`src/rtl/htbd_pkg.sv`:
```
// ----------------------------------------------------------------------------
// htbd_pkg
// shared constants, node layout, request codes and the command and status
// bundles that pass between the controller and the datapath
// ----------------------------------------------------------------------------
`default_nettype none

package htbd_pkg;

   // tree sizing
   localparam int NODE_COUNT   = 512;
   localparam int SYMBOL_COUNT = 256;
   localparam int MAX_CODE_LEN = 32;

   // item field widths
   localparam int REQ_W = 2;
   localparam int PAT_W = 32;
   localparam int LEN_W = 6;
   localparam int SYM_W = 8;

   localparam int NODE_W  = $clog2(NODE_COUNT);
   localparam int USED_W  = $clog2(NODE_COUNT + 1);
   localparam int LEN_CAP = (MAX_CODE_LEN < PAT_W) ? MAX_CODE_LEN : PAT_W;

   // request codes
   localparam logic [REQ_W-1:0] REQ_DECODE = 2'd0;
   localparam logic [REQ_W-1:0] REQ_INSERT = 2'd1;
   localparam logic [REQ_W-1:0] REQ_CLEAR  = 2'd2;

   // result selection
   localparam logic [1:0] OUT_ZERO    = 2'd0;
   localparam logic [1:0] OUT_FULL    = 2'd1;
   localparam logic [1:0] OUT_DEC_IMM = 2'd2;
   localparam logic [1:0] OUT_DEC_HOP = 2'd3;

   typedef struct packed {
      logic [NODE_W-1:0] left;
      logic [NODE_W-1:0] right;
      logic [SYM_W-1:0]  sym;
   } node_type;

   typedef struct packed {
      logic       dec_imm;
      logic       dec_hop;
      logic       dec_fin;
      logic       clear;
      logic       ins_start;
      logic       ins_finish;
      logic       ins_descend;
      logic       ins_attach;
      logic       ins_stop;
      logic       ins_load;
      logic       out_load;
      logic [1:0] out_sel;
   } cmd_type;

   typedef struct packed {
      logic dec_hop_ok;
      logic ins_at_end;
      logic ins_slot_free;
      logic pool_empty;
   } status_type;

   // clamp a symbol into the symbol alphabet
   function automatic logic [SYM_W-1:0] sat_symbol(input logic [SYM_W-1:0] s);
      logic [SYM_W-1:0] r;
      if ({4'b0000, s} >= 12'(SYMBOL_COUNT)) begin
         r = SYM_W'(SYMBOL_COUNT - 1);
      end else begin
         r = s;
      end
      return r;
   endfunction

endpackage

`default_nettype wire

```
`src/rtl/htbd_ctrl.sv`:
```
// ----------------------------------------------------------------------------
// htbd_ctrl
// sequencer for decode, insert and clear items plus the result valid flag
// ----------------------------------------------------------------------------
`default_nettype none

module htbd_ctrl (
   input  wire logic                          clock,
   input  wire logic                          reset,
   input  wire logic                          req_valid,
   output logic                               req_stall,
   input  wire logic [htbd_pkg::REQ_W-1:0]    req_type,
   output logic                               rsp_valid,
   input  wire logic                          rsp_stall,
   input  wire htbd_pkg::status_type          status,
   output htbd_pkg::cmd_type                  cmd
);
   import htbd_pkg::*;

   localparam logic [1:0] ST_IDLE     = 2'd0;
   localparam logic [1:0] ST_DEC_WAIT = 2'd1;
   localparam logic [1:0] ST_INS_STEP = 2'd2;
   localparam logic [1:0] ST_INS_LOAD = 2'd3;

   logic [1:0] state_ff, state_in;
   logic       rsp_valid_ff, rsp_valid_in;
   logic       out_free;
   logic       accept;

   always_comb begin
      cmd      = '0;
      state_in = state_ff;
      out_free = !rsp_valid_ff || !rsp_stall;
      req_stall = reset || !((state_ff == ST_IDLE) && out_free);
      accept   = req_valid && !req_stall;

      unique case (state_ff)
         ST_IDLE: begin
            if (accept) begin
               unique case (req_type)
                  REQ_DECODE: begin
                     if (status.dec_hop_ok) begin
                        cmd.dec_hop = 1'b1;
                        state_in    = ST_DEC_WAIT;
                     end else begin
                        cmd.dec_imm  = 1'b1;
                        cmd.out_load = 1'b1;
                        cmd.out_sel  = OUT_DEC_IMM;
                     end
                  end
                  REQ_INSERT: begin
                     cmd.ins_start = 1'b1;
                     state_in      = ST_INS_STEP;
                  end
                  REQ_CLEAR: begin
                     cmd.clear    = 1'b1;
                     cmd.out_load = 1'b1;
                     cmd.out_sel  = OUT_ZERO;
                  end
                  default: begin
                     cmd.out_load = 1'b1;
                     cmd.out_sel  = OUT_ZERO;
                  end
               endcase
            end
         end
         ST_DEC_WAIT: begin
            cmd.dec_fin  = 1'b1;
            cmd.out_load = 1'b1;
            cmd.out_sel  = OUT_DEC_HOP;
            state_in     = ST_IDLE;
         end
         ST_INS_STEP: begin
            if (status.ins_at_end) begin
               cmd.ins_finish = 1'b1;
               cmd.out_load   = 1'b1;
               cmd.out_sel    = OUT_ZERO;
               state_in       = ST_IDLE;
            end else if (!status.ins_slot_free) begin
               cmd.ins_descend = 1'b1;
               state_in        = ST_INS_LOAD;
            end else if (!status.pool_empty) begin
               cmd.ins_attach = 1'b1;
            end else begin
               cmd.ins_stop = 1'b1;
               cmd.out_load = 1'b1;
               cmd.out_sel  = OUT_FULL;
               state_in     = ST_IDLE;
            end
         end
         ST_INS_LOAD: begin
            cmd.ins_load = 1'b1;
            state_in     = ST_INS_STEP;
         end
         default: begin
            state_in = ST_IDLE;
         end
      endcase

      rsp_valid_in = cmd.out_load ? 1'b1 : (rsp_valid_ff && rsp_stall);
   end

   always_ff @(posedge clock) begin
      if (reset) begin
         state_ff     <= ST_IDLE;
         rsp_valid_ff <= 1'b0;
      end else begin
         state_ff     <= state_in;
         rsp_valid_ff <= rsp_valid_in;
      end
   end

   assign rsp_valid = rsp_valid_ff;

endmodule

`default_nettype wire

```
`config.mk`:
```
export PLATFORM = sky130hd
export DESIGN_NAME = htbd_ctrl
export DESIGN_NICKNAME = d
export VERILOG_FILES = /design/src/rtl/htbd_pkg.sv /design/src/rtl/htbd_ctrl.sv
export SDC_FILE = /design/constraint.sdc
export NUM_CORES = 1
export LEC_CHECK = 0
export BUFFER_PORTS_ARGS = -buffer_cell sky130_fd_sc_hd__buf_2
export CAP_MARGIN = 30
export CORE_AREA = 5 5 42 44
export DETAILED_ROUTE_END_ITERATION = 8
export DIE_AREA = 0 0 47 49
export MAX_ROUTING_LAYER = met4
export PLACE_DENSITY = 0.64
export SLEW_MARGIN = 5
export SYNTH_ARGS = -nofsm -noshare
export SYNTH_HDL_FRONTEND = slang
export SYNTH_SLANG_ARGS = --single-unit
```
`constraint.sdc`:
```
create_clock -name clock -period 2.2 [get_ports clock]
set_input_delay 0.44 -clock clock [delete_from_list [all_inputs] [get_ports clock]]
set_output_delay 0.44 -clock clock [all_outputs]
set_load 0.01 [all_outputs]
```
==> flow_summary.yaml, run 1 <==
clocking:
  post_cts_resized: 0
  clkLatencyLatePin_ps: 230
  clk_path_buf_depth: 2
  cts_hold_buf: 0
  root_buffer: "clkbuf_4"
  clk_pin_slew_ps: 40
  cts_made_buffers: 3
  cts_setup_buffers: 0
  clock-sinks: 3
  cts_tree: "built"
  cts_htree_levels: 1
sta:
  fin_worst_skew_ps: 2.43
  setup_tns_ps: 0
  finalCriticalPeriod_ps: 1850
  finalSetupViolCount: 0
  rsz0062_at_grt: "no"
  fmax_mhz: 540
  hold_viol: 0
  slew_headroom_pct: 78.4
  slew_viol_final: 0
  fin_crit_sh_pct: 84.1
  hold_slack_ps: 428
  worstMarginPinSlew_ps: 324
yosys:
  synthesis.area_um2: 323
  synth_seq_cells: 3
  synth.yosys.seq_area_share_pct: 18.6
  syn_nets: 50
  syn_avg_cell_area_um2: 8.07
  yosys_warnings: 0
  syn-instance-count: 40
  yosysUniqueCellTypes: 27
grt:
  first_global_vias: 328
  grt_pass1_wl_um: 1500
  antenna_found_initial: 0
  grtUsageTotal_pct: 9.10
  grt_max_degree: 11
  grt.overflow.total: 0
power:
  clockPowerShare_pct: 46.7
  internal_power_uw: 146
  pwr-share-comb_pct: 23.7
  power_leakage_nw: 0.246
  p_sw_uw: 56.1
  power.density_nw_per_um2: 424
  power_frac_seq_pct: 29.6
  swShare_pct: 27.7
  ir_drop_uv: 266
floorplan:
  placementRows: 14
  start_util_pct: 23.0
  io-pin-count: 25
  die_w_um: 47
  die_height_um: 49
  die_area_um2: 2300
  fp.coreArea_um2: 1400
route:
  drtAntennaViolNets: 0
  vias: 378
  drtIter0Drc: 3
  wl_um: 914
  drt-pass1-iter-count: 4
  drc: 0
  routed_via_density: 4.55
  avgRoutedWirePerCell_um: 11.0
placed_design:
  gp_congestion: 0.671
  dp.cells: 79
  port_buffers: 24
  place_area_um2: 452
  place_hpwl_um: 750
status:
  status: "finished clean"
critical_path:
  worst_setup_path_start_kind: "flip-flop"
  end_kind: "output port"
  crit_arrival_ps: 1410
  cp_max_fo: 10
  critPathRequiredTime_ps: 1760
  path_class: "flip-flop to output port"
final_layout:
  num_antenna_cells: 0
  syn2layout_area_growth_pct: 48.1
  stdcell_area_um2: 478
  fin_cells: 83
  drive_above_1_share_pct: 53.7
  final_util_pct: 34.1
  layout_commonest_cell: "buf_2"
  fill_cells: 172
  layout_common_cells: "buf_2 (24), nand3_1 (4)"
  finalNetCount: 78
flow_run:
  max_cap_violations: 0
worst_hold_path:
  worstHoldPathType: "input pin to flip-flop"
-- cell usage after synthesis, drive strengths merged --
| cell | instances | area share [%] |
|---|---|---|
| nor4b | 3 | 12 |
| a21boi | 1 | 2.3 |
| a21oi | 4 | 7.4 |
| a211oi | 1 | 3.9 |
| o21a | 1 | 2.3 |
| nand2 | 3 | 3.5 |
| nor3 | 1 | 1.5 |
| dfxtp | 3 | 19 |
| nor2 | 4 | 5.4 |
| or2 | 1 | 1.9 |
| inv | 1 | 1.2 |
| nand3b | 1 | 2.3 |
| o21bai | 1 | 2.3 |
| nand3 | 4 | 6.2 |
| buf | 1 | 3.5 |
| nor2b | 2 | 3.9 |
| o31ai | 1 | 2.3 |
| o21ba | 1 | 3.1 |
| and3 | 3 | 7.8 |
| and2 | 1 | 2.3 |
| nor3b | 2 | 6.2 |
-- routing by layer --
metal	vias to the layer above	global-route usage, %	share of wire (%)
met5	-	-	0
met4	0	2.76	0
met3	0	3.32	5.7
met2	10	12.7	51
met1	164	12.1	44
li1	204	-	-
-- final timing paths --
check,from,end,slack [ps],cells after the start
setup / recovery,state_ff[1],cmd[0],350,4
hold / removal,reset,state_ff[0],430,2
setup reg to reg,state_ff[1],state_ff[1],1100,3
hold reg to reg,rsp_valid,rsp_valid,510,2
-- worst max-delay path, stage by stage, from the launching register on --
cell	delay [ps]
dfxtp_1	500
nor3b_2	280
and3_4	210
or2_1	80
buf_2	120
-- through the flow --
| step | power, mW | worst slack, ps |
|---|---|---|
| 2_1_floorplan | 0.0837 | 613 |
| 3_3_place_gp | 0.108 | 403 |
| 3_5_place_dp | 0.109 | 369 |
| 4_1_cts | 0.208 | 332 |
| 5_1_grt | 0.222 | 190 |
| 6_report | 0.203 | 349 |
-- flip-flops by register name, summed over array words and instances (netlist names) --
name,flops
rsp_valid,1
state_ff,2
-- power groups by stage --
stage / clock network [mW] / logic [mW] / registers (mW)
3_5_place_dp: 0 / 0.0485 / 0.0607
4_1_cts: 0.0997 / 0.0486 / 0.0599
2_1_floorplan: 0 / 0.0232 / 0.0605
3_3_place_gp: 0 / 0.0476 / 0.0606
5_1_grt: 0.108 / 0.0538 / 0.0604
6_report: 0.0946 / 0.0480 / 0.0599
-- cell families (layout without fill, tap and decap cells) --
family / Yosys count / in the layout / synth area share [%]
and+or+nand+nor: 25 / 25 / 53.1
AOI/OAI and AO/OA: 10 / 10 / 23.6
DFF: 3 / 3 / 18.6
buffers and inverters: 2 / 29 / 4.65
-- area by class of cell --
cell class | count | area (um^2) | share of cell area (%)
clock buffer | 4 | 26.3 | 5.50
inverter | 1 | 3.75 | 0.785
multi-input combinational | 35 | 248 | 51.8
tap | 16 | 20.0 | 4.19
sequential | 3 | 60.1 | 12.6
timing repair buffer | 24 | 120 | 25.1
No activity file was read; power rests on OpenSTA's default activity.
==> inputs of run 2 (changes only) <==
==> constraint.sdc (replaced) <==
create_clock -name clock -period 1.9 [get_ports clock]
set_input_delay 0.38 -clock clock [delete_from_list [all_inputs] [get_ports clock]]
set_output_delay 0.38 -clock clock [all_outputs]
set_load 0.01 [all_outputs]
==> run 2 against run 1 <==
  * Setup slack lost 190 ps
  * Non-clock buffer count rose by 1
  * Die area unchanged
  * Global-route usage decreased by 0.52 points
  * Worst hold slack lost 57 ps
  * Largest power group unchanged
  * Highest routed layer unchanged
==> flow_summary.yaml, run 2 (synthesis gave the netlist of run 1 again) <==
status:
  status: "finished clean"
grt:
  grt.overflow.total: 0
  antenna_found_initial: 0
  grt_pass1_wl_um: 1410
  grtUsageTotal_pct: 8.58
  use_met1_pct: 9.19
  grt_use_met2_pct: 13.3
  first_global_vias: 343
  grt_max_degree: 11
  busiest_layer: "met2"
  use_met3_pct: 1.11
floorplan:
  placementRows: 14
  die_w_um: 47
  start_util_pct: 23.0
  die_height_um: 49
  fp.coreArea_um2: 1400
  io-pin-count: 25
  die_area_um2: 2300
final_layout:
  largest_register_ffs: 2
  layout_commonest_cell: "buf_2"
  regMostFlops: "state_ff"
  syn2layout_area_growth_pct: 50.8
  layout_common_cells: "buf_2 (24), nand3_1 (4)"
  finalNetCount: 79
  drive_above_1_share_pct: 55.9
  final_util_pct: 34.7
  num_antenna_cells: 0
clocking:
  cts_made_buffers: 3
  root_buffer: "clkbuf_4"
  clkLatencyLatePin_ps: 230
  clk_pin_slew_ps: 40
  cts_tree: "built"
  cts_htree_levels: 1
  clk_path_buf_depth: 2
  cts_hold_buf: 0
  clock-sinks: 3
critical_path:
  critPathRequiredTime_ps: 1520
  end_kind: "output port"
  r2r_slack_ps: 840
  reg2reg_from: "state_ff[0]"
  slowest_delay_ps: 380
  crit_arrival_ps: 1360
  crit_path_start: "state_ff[0]"
  cp_max_fo: 7
  cp_num_cells: 4
  worstPathCellList: "nor2_2, nand3_1, nor4b_2, buf_2"
  crit_slowest_cell: "dfxtp_1"
  worst_setup_path_start_kind: "flip-flop"
  path_class: "flip-flop to output port"
  worstReg2RegEnd: "state_ff[1]"
  cp_num_buf_inv: 1
  critPathTopFamily: "simple AND/OR/NAND/NOR gates"
  crit_end: "cmd[11]"
  reg2reg_depth: 3
sta:
  rsz0062_at_grt: "no"
  hold_viol: 0
  setup_ws_ps: 157
  slew_headroom_pct: 81.3
  setup_tns_ps: 0
  hold_slack_ps: 371
  worstMarginPinSlew_ps: 280
  fin_worst_skew_ps: 0.252
  fmax_mhz: 574
  finalCriticalPeriod_ps: 1740
  slew_viol_final: 0
  fin_crit_sh_pct: 91.7
  finalSetupViolCount: 0
placed_design:
  gp_congestion: 0.686
  pre_cts_slack_ps: 306
  port_buffers: 24
route:
  drc: 0
  wl_um: 933
  drtAntennaViolNets: 0
  vias: 388
  routed_via_density: 4.62
  drt-pass1-iter-count: 4
  drtIter0Drc: 2
  avgRoutedWirePerCell_um: 11.1
worst_hold_path:
  worstHoldPathType: "input pin to flip-flop"
power:
  power.density_nw_per_um2: 490
  clockPowerShare_pct: 46.5
  pwr-share-comb_pct: 24.3
  internal_power_uw: 172
  swShare_pct: 28.0
  power_leakage_nw: 0.251
  p_sw_uw: 66.7
  power_frac_seq_pct: 29.2
  power_uw: 238
  ir_drop_uv: 247
flow_run:
  max_cap_violations: 0
==> run 2: worst min path at each step <==
stage                   start     endpoint  slack (ps)  cells past startpoint
floorplan               reset  state_ff[0]         440                      1
CTS                     reset  state_ff[0]         360                      2
global placement    rsp_valid    rsp_valid         500                      2
global route            reset  state_ff[0]         380                      2
detailed placement  rsp_valid    rsp_valid         520                      2
finish                  reset  state_ff[0]         370                      2
==> run 2: what timing repair did <==
item | 4_1_cts | 5_1_grt
setup buffers | 0 | 0
endpoints found under the setup margin | 0 | 1
gates resized for setup | 0 | 1
==> run 2: metal layers <==
layer	wire length, um	vias to the layer above
met3	51	0
met5	0	-
met1	397	172
li1	-	206
met2	484	10
met4	0	0
==> run 2: area by class of cell <==
type	count	area [um^2]
inverter	1	3.75
sequential	3	61.3
timing repair buffer	25	128
clock buffer	4	26.3
tap	16	20.0
fill	165	915
multi-input combinational	35	248
==> run 2: per-stage QoR <==
stage	instances	instance area (um^2)
after floorplan	40	323
after global placement	80	459
after detailed placement	80	459
after CTS	84	485
after global routing	84	487
final	84	487
==> run 2: power by group through the flow <==
stage | sequential, mW | combinational [mW] | clock (mW)
finish | 0.0695 | 0.0579 | 0.111
global route | 0.0701 | 0.0630 | 0.120
CTS | 0.0694 | 0.0588 | 0.118
detailed placement | 0.0704 | 0.0586 | 0
global placement | 0.0702 | 0.0572 | 0
floorplan | 0.0700 | 0.0269 | 0
==> run 2: worst reg2reg max path, delay by kind of cell (launching register included) <==
| family | cells | cell delay (ps) |
|---|---|---|
| flip-flops | 1 | 380 |
| AND/OR/NAND/NOR | 2 | 510 |
| AO/OA/AOI/OAI | 1 | 110 |
==> inputs of run 3 (changes only) <==
--- a/config.mk
+++ b/config.mk
@@ -5,13 +5,13 @@
 export SDC_FILE = /design/constraint.sdc
 export NUM_CORES = 1
 export LEC_CHECK = 0
-export BUFFER_PORTS_ARGS = -buffer_cell sky130_fd_sc_hd__buf_2
 export CAP_MARGIN = 30
 export CORE_AREA = 5 5 42 44
 export DETAILED_ROUTE_END_ITERATION = 8
 export DIE_AREA = 0 0 47 49
+export DONT_BUFFER_PORTS = 1
 export MAX_ROUTING_LAYER = met4
-export PLACE_DENSITY = 0.64
+export PLACE_DENSITY = 0.48
 export SLEW_MARGIN = 5
 export SYNTH_ARGS = -nofsm -noshare
 export SYNTH_HDL_FRONTEND = slang
==> run 3 against run 2 <==
  * Non-clock buffer count fell by 25
  * Clock power rose by 4%
  * Power fell by 10%
  * Sequential share of layout area rose by 4.2 points
  * Global-route usage fell by 0.64 points
  * Setup slack got worse by 48 ps
  * Combinational power fell by 51%
  * Worst hold slack got worse by 160 ps
  * Critical path type unchanged
==> flow_summary.yaml, run 3 (synthesis gave the netlist of run 1 again) <==
route:
  drc: 0
  wl_um: 823
  avgRoutedWirePerCell_um: 13.9
  drtAntennaViolNets: 0
  vias: 308
  drtIter0Drc: 4
  drt-pass1-iter-count: 4
  routed_via_density: 5.22
critical_path:
  path_class: "flip-flop to output port"
  cp_max_fo: 6
  worst_setup_path_start_kind: "flip-flop"
  crit_arrival_ps: 1410
  end_kind: "output port"
  critPathRequiredTime_ps: 1520
worst_hold_path:
  worstHoldPathType: "input pin to flip-flop"
floorplan:
  fp.coreArea_um2: 1400
  placementRows: 14
  start_util_pct: 23.0
  die_area_um2: 2300
  die_w_um: 47
  io-pin-count: 25
  die_height_um: 49
final_layout:
  finalNetCount: 54
  multi_input_comb_area_um2: 248
  num_antenna_cells: 0
  fin_cells: 59
  regMostFlops: "state_ff"
  drive_above_1_share_pct: 27.9
  seqCellArea_um2: 60.1
  layout_commonest_cell: "nand3_1"
  fill_cells: 171
  stdcell_area_um2: 358
  syn2layout_area_growth_pct: 10.9
  largest_register_ffs: 2
power:
  ir_drop_uv: 311
  power_uw: 214
  power.density_nw_per_um2: 598
  power_leakage_nw: 0.131
sta:
  fin_crit_sh_pct: 94.2
  slew_viol_final: 0
  finalSetupViolCount: 0
  fmax_mhz: 558
  fin_worst_skew_ps: 4.25
  worstMarginPinSlew_ps: 380
  finalCriticalPeriod_ps: 1790
  setup_tns_ps: 0
  slew_headroom_pct: 74.6
  hold_viol: 0
  setup_ws_ps: 109
  rsz0062_at_grt: "yes"
clocking:
  clock-sinks: 3
  clkLatencyLatePin_ps: 240
  cts_made_buffers: 3
  root_buffer: "clkbuf_4"
  cts_tree: "built"
  cts_setup_buffers: 0
  clk_path_buf_depth: 2
  clk_pin_slew_ps: 40
  cts_hold_buf: 0
  cts_htree_levels: 1
placed_design:
  port_buffers: 0
  pre_cts_slack_ps: 351
  place_hpwl_um: 650
  place_area_um2: 332
  gp_congestion: 0.649
  dp.cells: 55
grt:
  first_global_vias: 304
  grt.overflow.total: 0
  grtUsageTotal_pct: 7.94
  antenna_found_initial: 0
  grt_max_degree: 11
  grt_pass1_wl_um: 1290
flow_run:
  max_cap_violations: 0
status:
  status: "finished clean"
run 3: routing by layer:
| layer | routed length [um] | GRT usage, % | vias to the layer above |
|---|---|---|---|
| met4 | 14 | 6.91 | 0 |
| li1 | - | - | 152 |
| met1 | 297 | 8.35 | 142 |
| met5 | 0 | - | - |
| met2 | 435 | 11.1 | 12 |
| met3 | 75 | 2.95 | 2 |
run 3: area by class of cell:
type	instances	share of cell area (%)
Tap cell	16	5.59
Clock buffer	4	7.34
Multi-Input combinational cell	35	69.2
Inverter	1	1.05
Sequential cell	3	16.8
run 3: critical path, stage by stage, from the launching register on:
cell	delay [ps]
dfxtp_1	360
a21oi_2	260
nand3_1	170
nor4b_2	390
run 3: stage by stage:
step                utilization (%)  hold slack, ps
floorplan                         -             445
global placement               23.7             446
detailed placement             23.7             449
CTS                            25.5             200
global route                   25.5             205
finish                         25.5             209
run 3: path summary, 6_finish.rpt:
path | endpoint | startpoint | slack [ps] | depth (start not counted)
setup / recovery | cmd[11] | rsp_valid | 110 | 3
hold / removal | state_ff[0] | reset | 210 | 1
setup reg to reg | state_ff[1] | state_ff[1] | 760 | 3
hold reg to reg | state_ff[0] | state_ff[0] | 580 | 1
run 3: what timing repair did:
item,in CTS,in global routing
endpoints found under the setup margin,0,1
resized for setup,0,0
hold endpoints to repair,0,0
run 3: power breakdown:
group          leakage, nW  switching (mW)  internal [mW]  total (mW)
registers           0.0245         0.00472         0.0659      0.0707
clock network       0.0150          0.0362         0.0789       0.115
logic               0.0912          0.0153         0.0129      0.0282
total                0.131          0.0562          0.158       0.214
